$ cat config.mk
export PLATFORM = sky130hd
export DESIGN_NAME = life_generation_step_unit
export DESIGN_NICKNAME = d
export VERILOG_FILES = /design/src/rtl/lgs_pkg.sv /design/src/rtl/life_generation_step_unit.sv /design/src/rtl/lgs_cell.sv /design/src/rtl/lgs_out_fifo.sv
export SDC_FILE = /design/constraint.sdc
export NUM_CORES = 2
export LEC_CHECK = 0
export ABC_CLOCK_PERIOD_IN_PS = 10500
export BUFFER_PORTS_ARGS = -buffer_cell sky130_fd_sc_hd__clkbuf_2
export CELL_PAD_IN_SITES_DETAIL_PLACEMENT = 0
export CELL_PAD_IN_SITES_GLOBAL_PLACEMENT = 1
export CORE_MARGIN = 3
export CORE_UTILIZATION = 55
export CTS_CLUSTER_SIZE = 30
export DETAILED_ROUTE_END_ITERATION = 7
export PLACE_DENSITY_LB_ADDON = 0.1
export SETUP_SLACK_MARGIN = 0.1
export SLEW_MARGIN = 20
export SYNTH_ARGS = -nofsm -noshare
export SYNTH_HDL_FRONTEND = slang
export SYNTH_SLANG_ARGS = --single-unit
$ cat constraint.sdc
create_clock -name clk -period 10.5 [get_ports clk]
set_input_delay 0.525 -clock clk [delete_from_list [all_inputs] [get_ports clk]]
set_output_delay 0.525 -clock clk [all_outputs]
set_load 0.1 [all_outputs]
$ cat src/rtl/lgs_pkg.sv
// Shared types and constants for the Life generation step unit.
`timescale 1ns / 1ps
package lgs_pkg;

  localparam int MAX_COLS = 64;
  localparam int MAX_ROWS = 4096;
  localparam int ROW_W    = 12;   // row index width
  localparam int RC_W     = 13;   // row_count register width
  localparam int CC_W     = 7;    // column_count register width
  localparam int CFG_IW   = 1;    // configuration index width
  localparam int FIFO_DEPTH = 4;
  localparam int FIFO_AW    = 2;
  localparam int FIFO_CW    = 3;

  localparam logic [CFG_IW-1:0] CFG_ROW_COUNT    = 1'd0;
  localparam logic [CFG_IW-1:0] CFG_COLUMN_COUNT = 1'd1;

  localparam logic [RC_W-1:0] ROW_COUNT_RESET    = RC_W'(64);
  localparam logic [CC_W-1:0] COLUMN_COUNT_RESET = CC_W'(64);

  // Masked bits of one column that a cell shows to its neighbors.
  typedef struct packed {
    logic up;   // row two back
    logic mid;  // previous row
    logic dn;   // incoming row
  } nbr_t;

  // Per-transaction control broadcast to every cell.
  typedef struct packed {
    logic load;   // input transaction this cycle
    logic first;  // incoming row is row 0 of a grid
    logic last;   // incoming row is the final row
  } cell_ctl_t;

  // One result entry.
  typedef struct packed {
    logic [MAX_COLS-1:0] next_cells;
    logic [ROW_W-1:0]    out_row;
    logic                grid_done;
  } result_t;

  // Push request into the result queue; entry a goes ahead of entry b.
  typedef struct packed {
    logic push_a;
    logic push_b;
  } push_t;

  function automatic logic life_rule(input logic alive, input logic [3:0] n);
    life_rule = (n == 4'd3) || (alive && (n == 4'd2));
  endfunction

endpackage

$ cat src/rtl/life_generation_step_unit.sv
// Top level of the Life generation step unit: cell row, row tracking, result queue.
`timescale 1ns / 1ps
// One generation of Conway Life (birth on 3, survival on 2 or 3) over a bounded
// grid whose outside is dead. Rows stream in on the in_ channel, one 64-bit row
// per transaction, bit c for column c. A row of 64 column cells holds the two
// previous rows; each row after the first of a grid releases the next
// generation of the row above it, and the final row (index row_count-1) also
// releases its own next generation, so it yields two results in order. A row
// is taken every cycle while the queue has room for two results: the cells
// evaluate both candidate rows combinationally and the results are registered
// into a four-entry queue that drives the out_ channel, the final row's own
// result after that of the row above. The first row of a grid releases nothing
// and the final row releases two, so a grid of N rows gives N results and the
// out_ channel keeps pace with back-to-back input; in_tready drops only while
// the queue has fewer than two free entries. Results carry the row index on
// out_tuser and mark the final row with out_tlast. Bits at or beyond
// column_count are forced dead on input and read back as zero. Write row_count
// (index 0) and column_count (index 1) only while no results are pending; zero
// counts act as one, counts above the limits saturate (column_count keeps only
// the low 7 bits written), and after the final row a new grid starts at row 0.
module life_generation_step_unit (
  input  logic                       clk,
  input  logic                       rst_n,
  // input rows
  input  logic                       in_tvalid,
  output logic                       in_tready,
  input  logic [lgs_pkg::MAX_COLS-1:0] in_tdata,   // [63:0] row_cells
  // results
  output logic                       out_tvalid,
  input  logic                       out_tready,
  output logic [lgs_pkg::MAX_COLS-1:0] out_tdata,  // [63:0] next_cells
  output logic [lgs_pkg::ROW_W-1:0]  out_tuser,    // [11:0] out_row
  output logic                       out_tlast,    // grid_done
  // configuration writes
  input  logic                       cfg_valid,
  output logic                       cfg_ready,
  input  logic [lgs_pkg::CFG_IW-1:0] cfg_index,
  input  logic [lgs_pkg::RC_W-1:0]   cfg_data
);
  import lgs_pkg::*;

  logic [RC_W-1:0]  row_count_r;
  logic [CC_W-1:0]  column_count_r;
  logic [ROW_W-1:0] rows_seen_r, rows_seen_nxt;

  logic [RC_W-1:0]  rows_eff;
  logic [ROW_W-1:0] last_idx;
  logic [CC_W-1:0]  cols_eff;
  logic             accept;
  logic             room2;
  cell_ctl_t        ctl;
  push_t            push;
  result_t          res_a, res_b, head;

  logic [MAX_COLS-1:0] col_en, next_a, next_b;
  nbr_t                nbr [MAX_COLS];

  // Configuration is always accepted.
  assign cfg_ready = 1'b1;

  always_ff @(posedge clk) begin
    if (!rst_n) begin
      row_count_r    <= ROW_COUNT_RESET;
      column_count_r <= COLUMN_COUNT_RESET;
    end else if (cfg_valid) begin
      case (cfg_index)
        CFG_ROW_COUNT:    row_count_r    <= cfg_data;
        CFG_COLUMN_COUNT: column_count_r <= cfg_data[CC_W-1:0];
        default: ;
      endcase
    end
  end

  // Clamp the counts into their legal ranges.
  always_comb begin
    rows_eff = row_count_r;
    if (rows_eff == '0) rows_eff = RC_W'(1);
    if (rows_eff > RC_W'(MAX_ROWS)) rows_eff = RC_W'(MAX_ROWS);
    cols_eff = column_count_r;
    if (cols_eff == '0) cols_eff = CC_W'(1);
    if (cols_eff > CC_W'(MAX_COLS)) cols_eff = CC_W'(MAX_COLS);
  end

  assign last_idx = ROW_W'(rows_eff - RC_W'(1));

  assign in_tready = room2;
  assign accept    = in_tvalid & in_tready;

  assign ctl.load  = accept;
  assign ctl.first = (rows_seen_r == '0);
  assign ctl.last  = (rows_seen_r >= last_idx);

  // Advance the stream position; wrap to a fresh grid after the final row.
  always_comb begin
    rows_seen_nxt = rows_seen_r;
    if (accept) rows_seen_nxt = ctl.last ? '0 : rows_seen_r + 1'b1;
  end

  always_ff @(posedge clk) begin
    if (!rst_n) rows_seen_r <= '0;
    else        rows_seen_r <= rows_seen_nxt;
  end

  // Row of column cells; each sees the masked bits of its two neighbors.
  for (genvar c = 0; c < MAX_COLS; c++) begin : g_col
    nbr_t left_n, right_n;
    assign col_en[c] = (CC_W'(c) < cols_eff);
    if (c == 0) begin : g_l0
      assign left_n = '0;
    end else begin : g_l
      assign left_n = nbr[c-1];
    end
    if (c == MAX_COLS - 1) begin : g_r0
      assign right_n = '0;
    end else begin : g_r
      assign right_n = nbr[c+1];
    end
    lgs_cell u_cell (
      .clk    (clk),
      .rst_n  (rst_n),
      .ctl    (ctl),
      .col_en (col_en[c]),
      .in_bit (in_tdata[c]),
      .left   (left_n),
      .right  (right_n),
      .own    (nbr[c]),
      .next_a (next_a[c]),
      .next_b (next_b[c])
    );
  end

  // Entry a: row above the incoming one; entry b: the final row itself.
  assign push.push_a = accept & ~ctl.first;
  assign push.push_b = accept & ctl.last;

  assign res_a.next_cells = next_a;
  assign res_a.out_row    = rows_seen_r - 1'b1;
  assign res_a.grid_done  = 1'b0;
  assign res_b.next_cells = next_b;
  assign res_b.out_row    = rows_seen_r;
  assign res_b.grid_done  = 1'b1;

  lgs_out_fifo u_fifo (
    .clk        (clk),
    .rst_n      (rst_n),
    .push       (push),
    .din_a      (res_a),
    .din_b      (res_b),
    .room2      (room2),
    .dout_valid (out_tvalid),
    .dout_ready (out_tready),
    .dout       (head)
  );

  assign out_tdata = head.next_cells;
  assign out_tuser = head.out_row;
  assign out_tlast = head.grid_done;

endmodule

$ cat src/rtl/lgs_cell.sv
// One column cell: holds two row bits and evaluates both candidate next states.
`timescale 1ns / 1ps
module lgs_cell (
  input  logic             clk,
  input  logic             rst_n,
  input  lgs_pkg::cell_ctl_t ctl,
  input  logic             col_en,
  input  logic             in_bit,
  input  lgs_pkg::nbr_t    left,
  input  lgs_pkg::nbr_t    right,
  output lgs_pkg::nbr_t    own,
  output logic             next_a,
  output logic             next_b
);
  import lgs_pkg::*;

  logic above_r, above_nxt;
  logic mid_r, mid_nxt;
  logic [3:0] cnt_a, cnt_b;
  logic up_b;

  assign own.up  = above_r & col_en;
  assign own.mid = mid_r & col_en;
  assign own.dn  = in_bit & col_en;

  // Window for the row above the incoming one.
  assign cnt_a = 4'(left.up) + 4'(own.up) + 4'(right.up)
               + 4'(left.mid) + 4'(right.mid)
               + 4'(left.dn) + 4'(own.dn) + 4'(right.dn);
  assign next_a = col_en & life_rule(own.mid, cnt_a);

  // Window for the incoming row itself, dead row below.
  assign up_b  = ~ctl.first;
  assign cnt_b = 4'(left.mid & up_b) + 4'(own.mid & up_b) + 4'(right.mid & up_b)
               + 4'(left.dn) + 4'(right.dn);
  assign next_b = col_en & life_rule(own.dn, cnt_b);

  // Shift the held bits on each load, clearing them after the final row; the incoming bit is stored masked.
  always_comb begin
    above_nxt = above_r;
    mid_nxt   = mid_r;
    if (ctl.load) begin
      if (ctl.last) begin
        above_nxt = 1'b0;
        mid_nxt   = 1'b0;
      end else begin
        above_nxt = ctl.first ? 1'b0 : mid_r;
        mid_nxt   = own.dn;
      end
    end
  end

  always_ff @(posedge clk) begin
    if (!rst_n) begin
      above_r <= 1'b0;
      mid_r   <= 1'b0;
    end else begin
      above_r <= above_nxt;
      mid_r   <= mid_nxt;
    end
  end

endmodule

$ cat src/rtl/lgs_out_fifo.sv
// Small result queue: takes up to two entries per cycle, gives one while dout_ready is high.
`timescale 1ns / 1ps
module lgs_out_fifo (
  input  logic              clk,
  input  logic              rst_n,
  input  lgs_pkg::push_t    push,
  input  lgs_pkg::result_t  din_a,
  input  lgs_pkg::result_t  din_b,
  output logic              room2,
  output logic              dout_valid,
  input  logic              dout_ready,
  output lgs_pkg::result_t  dout
);
  import lgs_pkg::*;

  result_t mem [FIFO_DEPTH];
  logic [FIFO_AW-1:0] wr_r, wr_nxt, rd_r, rd_nxt;
  logic [FIFO_CW-1:0] cnt_r, cnt_nxt;
  logic [FIFO_AW-1:0] addr_b;
  logic pop;

  assign dout_valid = (cnt_r != '0);
  assign dout       = mem[rd_r];
  assign pop        = dout_valid & dout_ready;
  assign room2      = (cnt_r <= FIFO_CW'(FIFO_DEPTH - 2));
  assign addr_b     = push.push_a ? wr_r + 1'b1 : wr_r;

  always_comb begin
    wr_nxt  = wr_r + FIFO_AW'(push.push_a) + FIFO_AW'(push.push_b);
    rd_nxt  = rd_r + FIFO_AW'(pop);
    cnt_nxt = cnt_r + FIFO_CW'(push.push_a) + FIFO_CW'(push.push_b) - FIFO_CW'(pop);
  end

  always_ff @(posedge clk) begin
    if (push.push_a) mem[wr_r] <= din_a;
    if (push.push_b) mem[addr_b] <= din_b;
  end

  always_ff @(posedge clk) begin
    if (!rst_n) begin
      wr_r  <= '0;
      rd_r  <= '0;
      cnt_r <= '0;
    end else begin
      wr_r  <= wr_nxt;
      rd_r  <= rd_nxt;
      cnt_r <= cnt_nxt;
    end
  end

endmodule

Yosys cells after proc, flatten, opt, wreduce, memory -nomap -nowiden
Memories as Yosys holds them, arrays and structs flattened. A register that Yosys moved wholly into a read port is not among the register bits.
Cells that the tools add are included.
{"block": "totals", "elab_cells": 2016, "input_bits": 83, "memories": 1, "regBits": 167, "mem_bits_rw": 308}
{"block": "classes", "mux": 203, "eq_ne": 256, "add_sub_neg": 702, "n_lt_le_gt_ge": 68, "n_reduce_logical": 262, "bitwise": 390}
{"name": "u_fifo.mem", "words": 4, "word_bits": 77, "rd": 1, "rd_ports_with_merged_regs": 1, "wr": 2, "line": "lgs_out_fifo.sv:16", "rtl": "result_t mem [FIFO_DEPTH];"}
{"cell": "$add 4x1->4", "n": 504}
{"cell": "$eq 4x2->1 const B", "n": 256}
{"cell": "$add 4x4->4", "n": 123}
{"cell": "$and 1x1->1", "n": 388}
{"cell": "$lt 6x7->1 const A", "n": 32}
{"cell": "$mux 1", "n": 196}
{"cell": "$add 1x1->2", "n": 64}
{"cell": "$logic_and 1x1->1", "n": 128}
{"cell": "$logic_or 1x1->1", "n": 128}
{"cell": "$lt 5x7->1 const A", "n": 16}
{"cell": "$lt 4x7->1 const A", "n": 8}
{"cell": "$lt 3x7->1 const A", "n": 4}
{"cell": "$mux 12", "n": 2}
{"cell": "$sub 12x1->12 const B", "n": 2}
{"cell": "$lt 1x7->1 const A", "n": 2}
{"cell": "$lt 2x7->1 const A", "n": 2}
{"cell": "$mux 7", "n": 2}
{"cell": "$gt 13x13->1 const B", "n": 1}
{"cell": "$logic_not 13->1", "n": 1}
{"cell": "$mux 13", "n": 1}
{"cell": "$add 12x1->12 const B", "n": 1}
{"cell": "$ge 12x12->1", "n": 1}
{"cell": "$logic_not 12->1", "n": 1}
{"cell": "$gt 7x7->1 const B", "n": 1}
{"cell": "11 further kinds", "n": 17}

Longest topological paths before layout
{"block": "depth", "ltp_word": 17, "mapped_depth": 23, "ltp_nobuf": 19}

Hierarchy
A second synthesis with hierarchy kept.
{"block": "unflattened", "cells_unflattened": 4083, "area_unflattened_um2": 43483.0}
{"mod": "lgs_cell (g_col[0].u_cell ...)", "area_per_inst_um2": 395.4, "cells_each": 45, "instances": 39, "seq_area_each_um2": 40.0}
{"mod": "lgs_out_fifo", "area_per_inst_um2": 15323.4, "cells_each": 801, "instances": 1, "seq_area_each_um2": 9389.0}
{"mod": "lgs_cell (g_col[20].u_cell ...)", "area_per_inst_um2": 397.9, "cells_each": 45, "instances": 24, "seq_area_each_um2": 40.0}
{"mod": "life_generation_step_unit", "area_per_inst_um2": 2810.2, "cells_each": 401, "instances": 1, "seq_area_each_um2": 640.6}
{"mod": "lgs_cell (g_col[7].u_cell)", "area_per_inst_um2": 380.4, "cells_each": 46, "instances": 1, "seq_area_each_um2": 40.0}

Worst setup path before layout
Ideal clock, no wire load.
{"block": "synth_timing", "path_type": "register to register", "start": "reg row_count_r[6]", "end": "mem u_fifo.mem[1][10] (netlist bit), enable pin", "path_stages_with_launch": 18, "required_ns": 10.063, "setup_time_ns": 0.437, "t_arrival_ns": 5.598, "path_slack_ns": 4.465, "cell_sequence": "dfxtp_1 nor4_1 nand3_1 o21ai_0 a21bo_2 nor3b_1 o32a_1 ha_1 nand4_1 or3_1 a222oi_1 o41ai_1 buf_2 or2_1 buf_2 buf_6 buf_6 nand2_1"}
{"item": "start, declared", "line": "life_generation_step_unit.sv:42", "rtl": "logic [RC_W-1:0] row_count_r;"}
{"item": "start signal, assigned", "line": "life_generation_step_unit.sv:67", "rtl": "CFG_ROW_COUNT: row_count_r <= cfg_data;"}
{"item": "end, declared", "line": "lgs_out_fifo.sv:16"}

==> impl_metrics.toml <==
[run_status]
status = "completed"

[global_routing]
grt_pass1_wl_um = 182000
grt_start_max_net_pins = 81
overflow = 0
antenna_found_initial = 1
grt_pass1_vias = 30124
grtUsageTotal_pct = 30.57

[setup_path]
worstSetupPathType = "register to register"
worstSetupEndpointType = "register"
crit_required_ns = 10.78
setup.worst_path.start_class = "register"
path_max_fanout = 50
cp.arrival_ns = 6.86

[logic_synthesis]
syn_avg_cell_area_um2 = 10.13
synthCells = 3959
synth_edf_count = 304
async_flop_share_pct = 0
syn_nets = 4685
synth-seq-area-share_pct = 31.30
synth_top_area_cell = "edfxtp_1"
synth_top_area_share_pct = 22.77
synth_area_leaders = "edfxtp_1 (23%), fa_1 (18%), ha_1 (8.5%), dfxtp_1 (8.5%), inv_1 (5.6%)"
synth-seq-cells = 475
synthFlopType = "edfxtp_1"
synth_cell_types = 67
yosys_warnings = 0
synth_area_um2 = 40100

[clock_network]
postCtsResizedCells = 0
cts_max_level = 2
cts_tree = "built"
path_clk_slew_ns = 0.06
post_cts_buffers = 0
clk-insertion-delay-late_ns = 0.65
clock_path_buffers = 3
cts_hold_buf = 0
cts_root_buffer = "clkbuf_16"
cts_buffers = 57
cts_sinks = 475

[floorplanning]
die_h_um = 276.0
core_um2 = 71850
num_io_pins = 163
initial_core_util_pct = 55.81
dieArea_um2 = 76180
die_x_um = 276.0
rows = 98

[placement]
dp_hpwl_um = 79670
gp_congestion = 0.8559
io_buffers = 161

[routing]
first_iter_violations = 2666
dr.pass1.iters = 6
wl_per_cell_um = 23.21
drt-vias-per-instance = 6.032
remaining_drc_errors = 0
ant_nets = 0
drt_wl_total_um = 116200
via_count = 30202

[sta]
drv_slew = 0
skew_ns = 0.03023
relSlewSlack_pct = 21.59
setup_viol = 0
tightest_slew_ns = 1.176
period_needed_ns = 6.578
hold_viol = 0
rsz0062_at_grt = "false"
fin_crit_sh_pct = 62.65
clock.fmax_ghz = 0.1520
fin_setup_tns_ns = 0

[job]
drv_cap = 0

[power_and_ir_drop]
powerDensity_nw_per_um2 = 181.2
cellLeakagePower_uw = 0.01852
vdd_drop_max_uv = 201.7
p_total_uw = 7891

[final_layout]
layout-drive-gt1-share_pct = 12.28
n_fill_cell = 6209
final_nets = 4734
areaGrowthSynthToFinish_pct = 8.631

[min_path]
hold_path_class = "input pin to register"
placed cells by master (no fill, tap or decap), types with 22 or more instances in the layout:
master       n
inv_1      603
nand2_1    375
fa_1       369
edfxtp_1   304
ha_1       274
o21ai_0    271
nor2_1     195
o211ai_1   182
dfxtp_1    168
clkbuf_2   161
mux4_2      77
mux2_2      75
nor2b_1     73
nand2b_1    73
and2_1      71
a21oi_1     66
a22o_1      64
mux2i_1     59
clkbuf_16   58
nand3_1     44
nand4b_1    42
buf_4       36
nor3_1      33
a2111oi_0   26
nor4_1      25
xnor2_1     25
and3_1      22
clkbuf_1    22
power breakdown:
part	switching (µW)	internal (µW)	total, µW
clock	865	1190	2050
combinational	2650	978	3620
sequential	101	2110	2210
layer usage:
layer	track usage, %	share of wire (%)
met5	0	0
met4	9.194	3.3
met3	5.218	8.1
met2	48.41	46
met1	43.37	43
cell type report:
cell class	count	area [µm²]	area share, %
diodes	1	2.502	0.005745
clock buffers	85	1603	3.680
clock inverters	22	307.8	0.7066
inverters	604	2267	5.205
multi-input cells	2673	24550	56.37
flip-flops and latches	475	12560	28.84
well taps	950	1189	2.729
repair buffers	197	1076	2.470
synth_stat cells (all sizes together), types with 35 or more instances:
library cell / number
dfxtp: 171
ha: 274
edfxtp: 304
fa: 369
inv: 603
mux2: 76
mux4: 77
a22o: 64
mux2i: 59
o211ai: 182
clkbuf: 153
o21ai: 278
and2: 72
buf: 54
nor2: 195
nand3: 45
nor3: 35
nand2b: 73
a21oi: 66
nor2b: 73
nand2: 379
nand4b: 42
cells by family (layout without fill, tap and decap cells):
group,Yosys count,count (layout),share of synthesized area [%]
buf+inv,811,908,7.844
flops,475,475,31.30
other cells,1,2,0.009352
mux,212,212,7.932
simple gates,1039,1039,12.89
fa+ha+maj,643,643,26.97
xor+xnor,43,43,0.9392
compound gates,735,735,12.11
path summary, 6_finish.rpt:
check                         from                 to  slack, ns  cells past startpoint
setup / recovery    row_count_r[6]  u_fifo.mem[2][14]       3.92                     15
hold reg to reg   u_fifo.mem[1][0]   u_fifo.mem[1][0]       0.44                      2
hold / removal        cfg_data[11]    row_count_r[11]       0.14                      3
setup reg to reg    row_count_r[6]  u_fifo.mem[2][14]       3.92                     15
critical path: stages (launching register included):
cell and delay [ns]:
dfxtp_1 0.36, nor4_1 0.39, nand3_1 0.23, o21ai_0 0.57
a21bo_2 0.29, nor3b_1 0.07, o32a_1 0.30, ha_1 0.29
nand4_1 0.13, or3_1 0.40, a222oi_1 0.60, o41ai_4 0.27
buf_4 0.39, or2_4 0.56, nand2_4 0.53, buf_4 0.73
per-stage QoR:
| stage | instances | hold WS, ns | util [%] | instance area [µm²] | setup WS [ns] |
|---|---|---|---|---|---|
| CTS | 5006 | 0.1071 | 60.60 | 43540 | 3.831 |
| finish | 5007 | 0.1370 | 60.62 | 43560 | 3.922 |
| floorplan | 3959 | 0.4178 | - | 40100 | 4.465 |
| global placement | 4899 | 0.4283 | 57.92 | 41610 | 3.880 |
| detailed placement | 4899 | 0.4345 | 57.94 | 41630 | 3.862 |
| global route | 5006 | 0.1320 | 60.62 | 43560 | 3.435 |
flip-flops by register name, indices dropped and copies added, names as in the netlist:
register,flops
u_fifo.cnt_r,3
rows_seen_r,12
u_fifo.mem,308
u_fifo.wr_r,2
g_col.u_cell.mid_r,64
u_fifo.rd_r,2
row_count_r,13
g_col.u_cell.above_r,64
column_count_r,7
No activity file was read; power rests on OpenSTA's default activity.
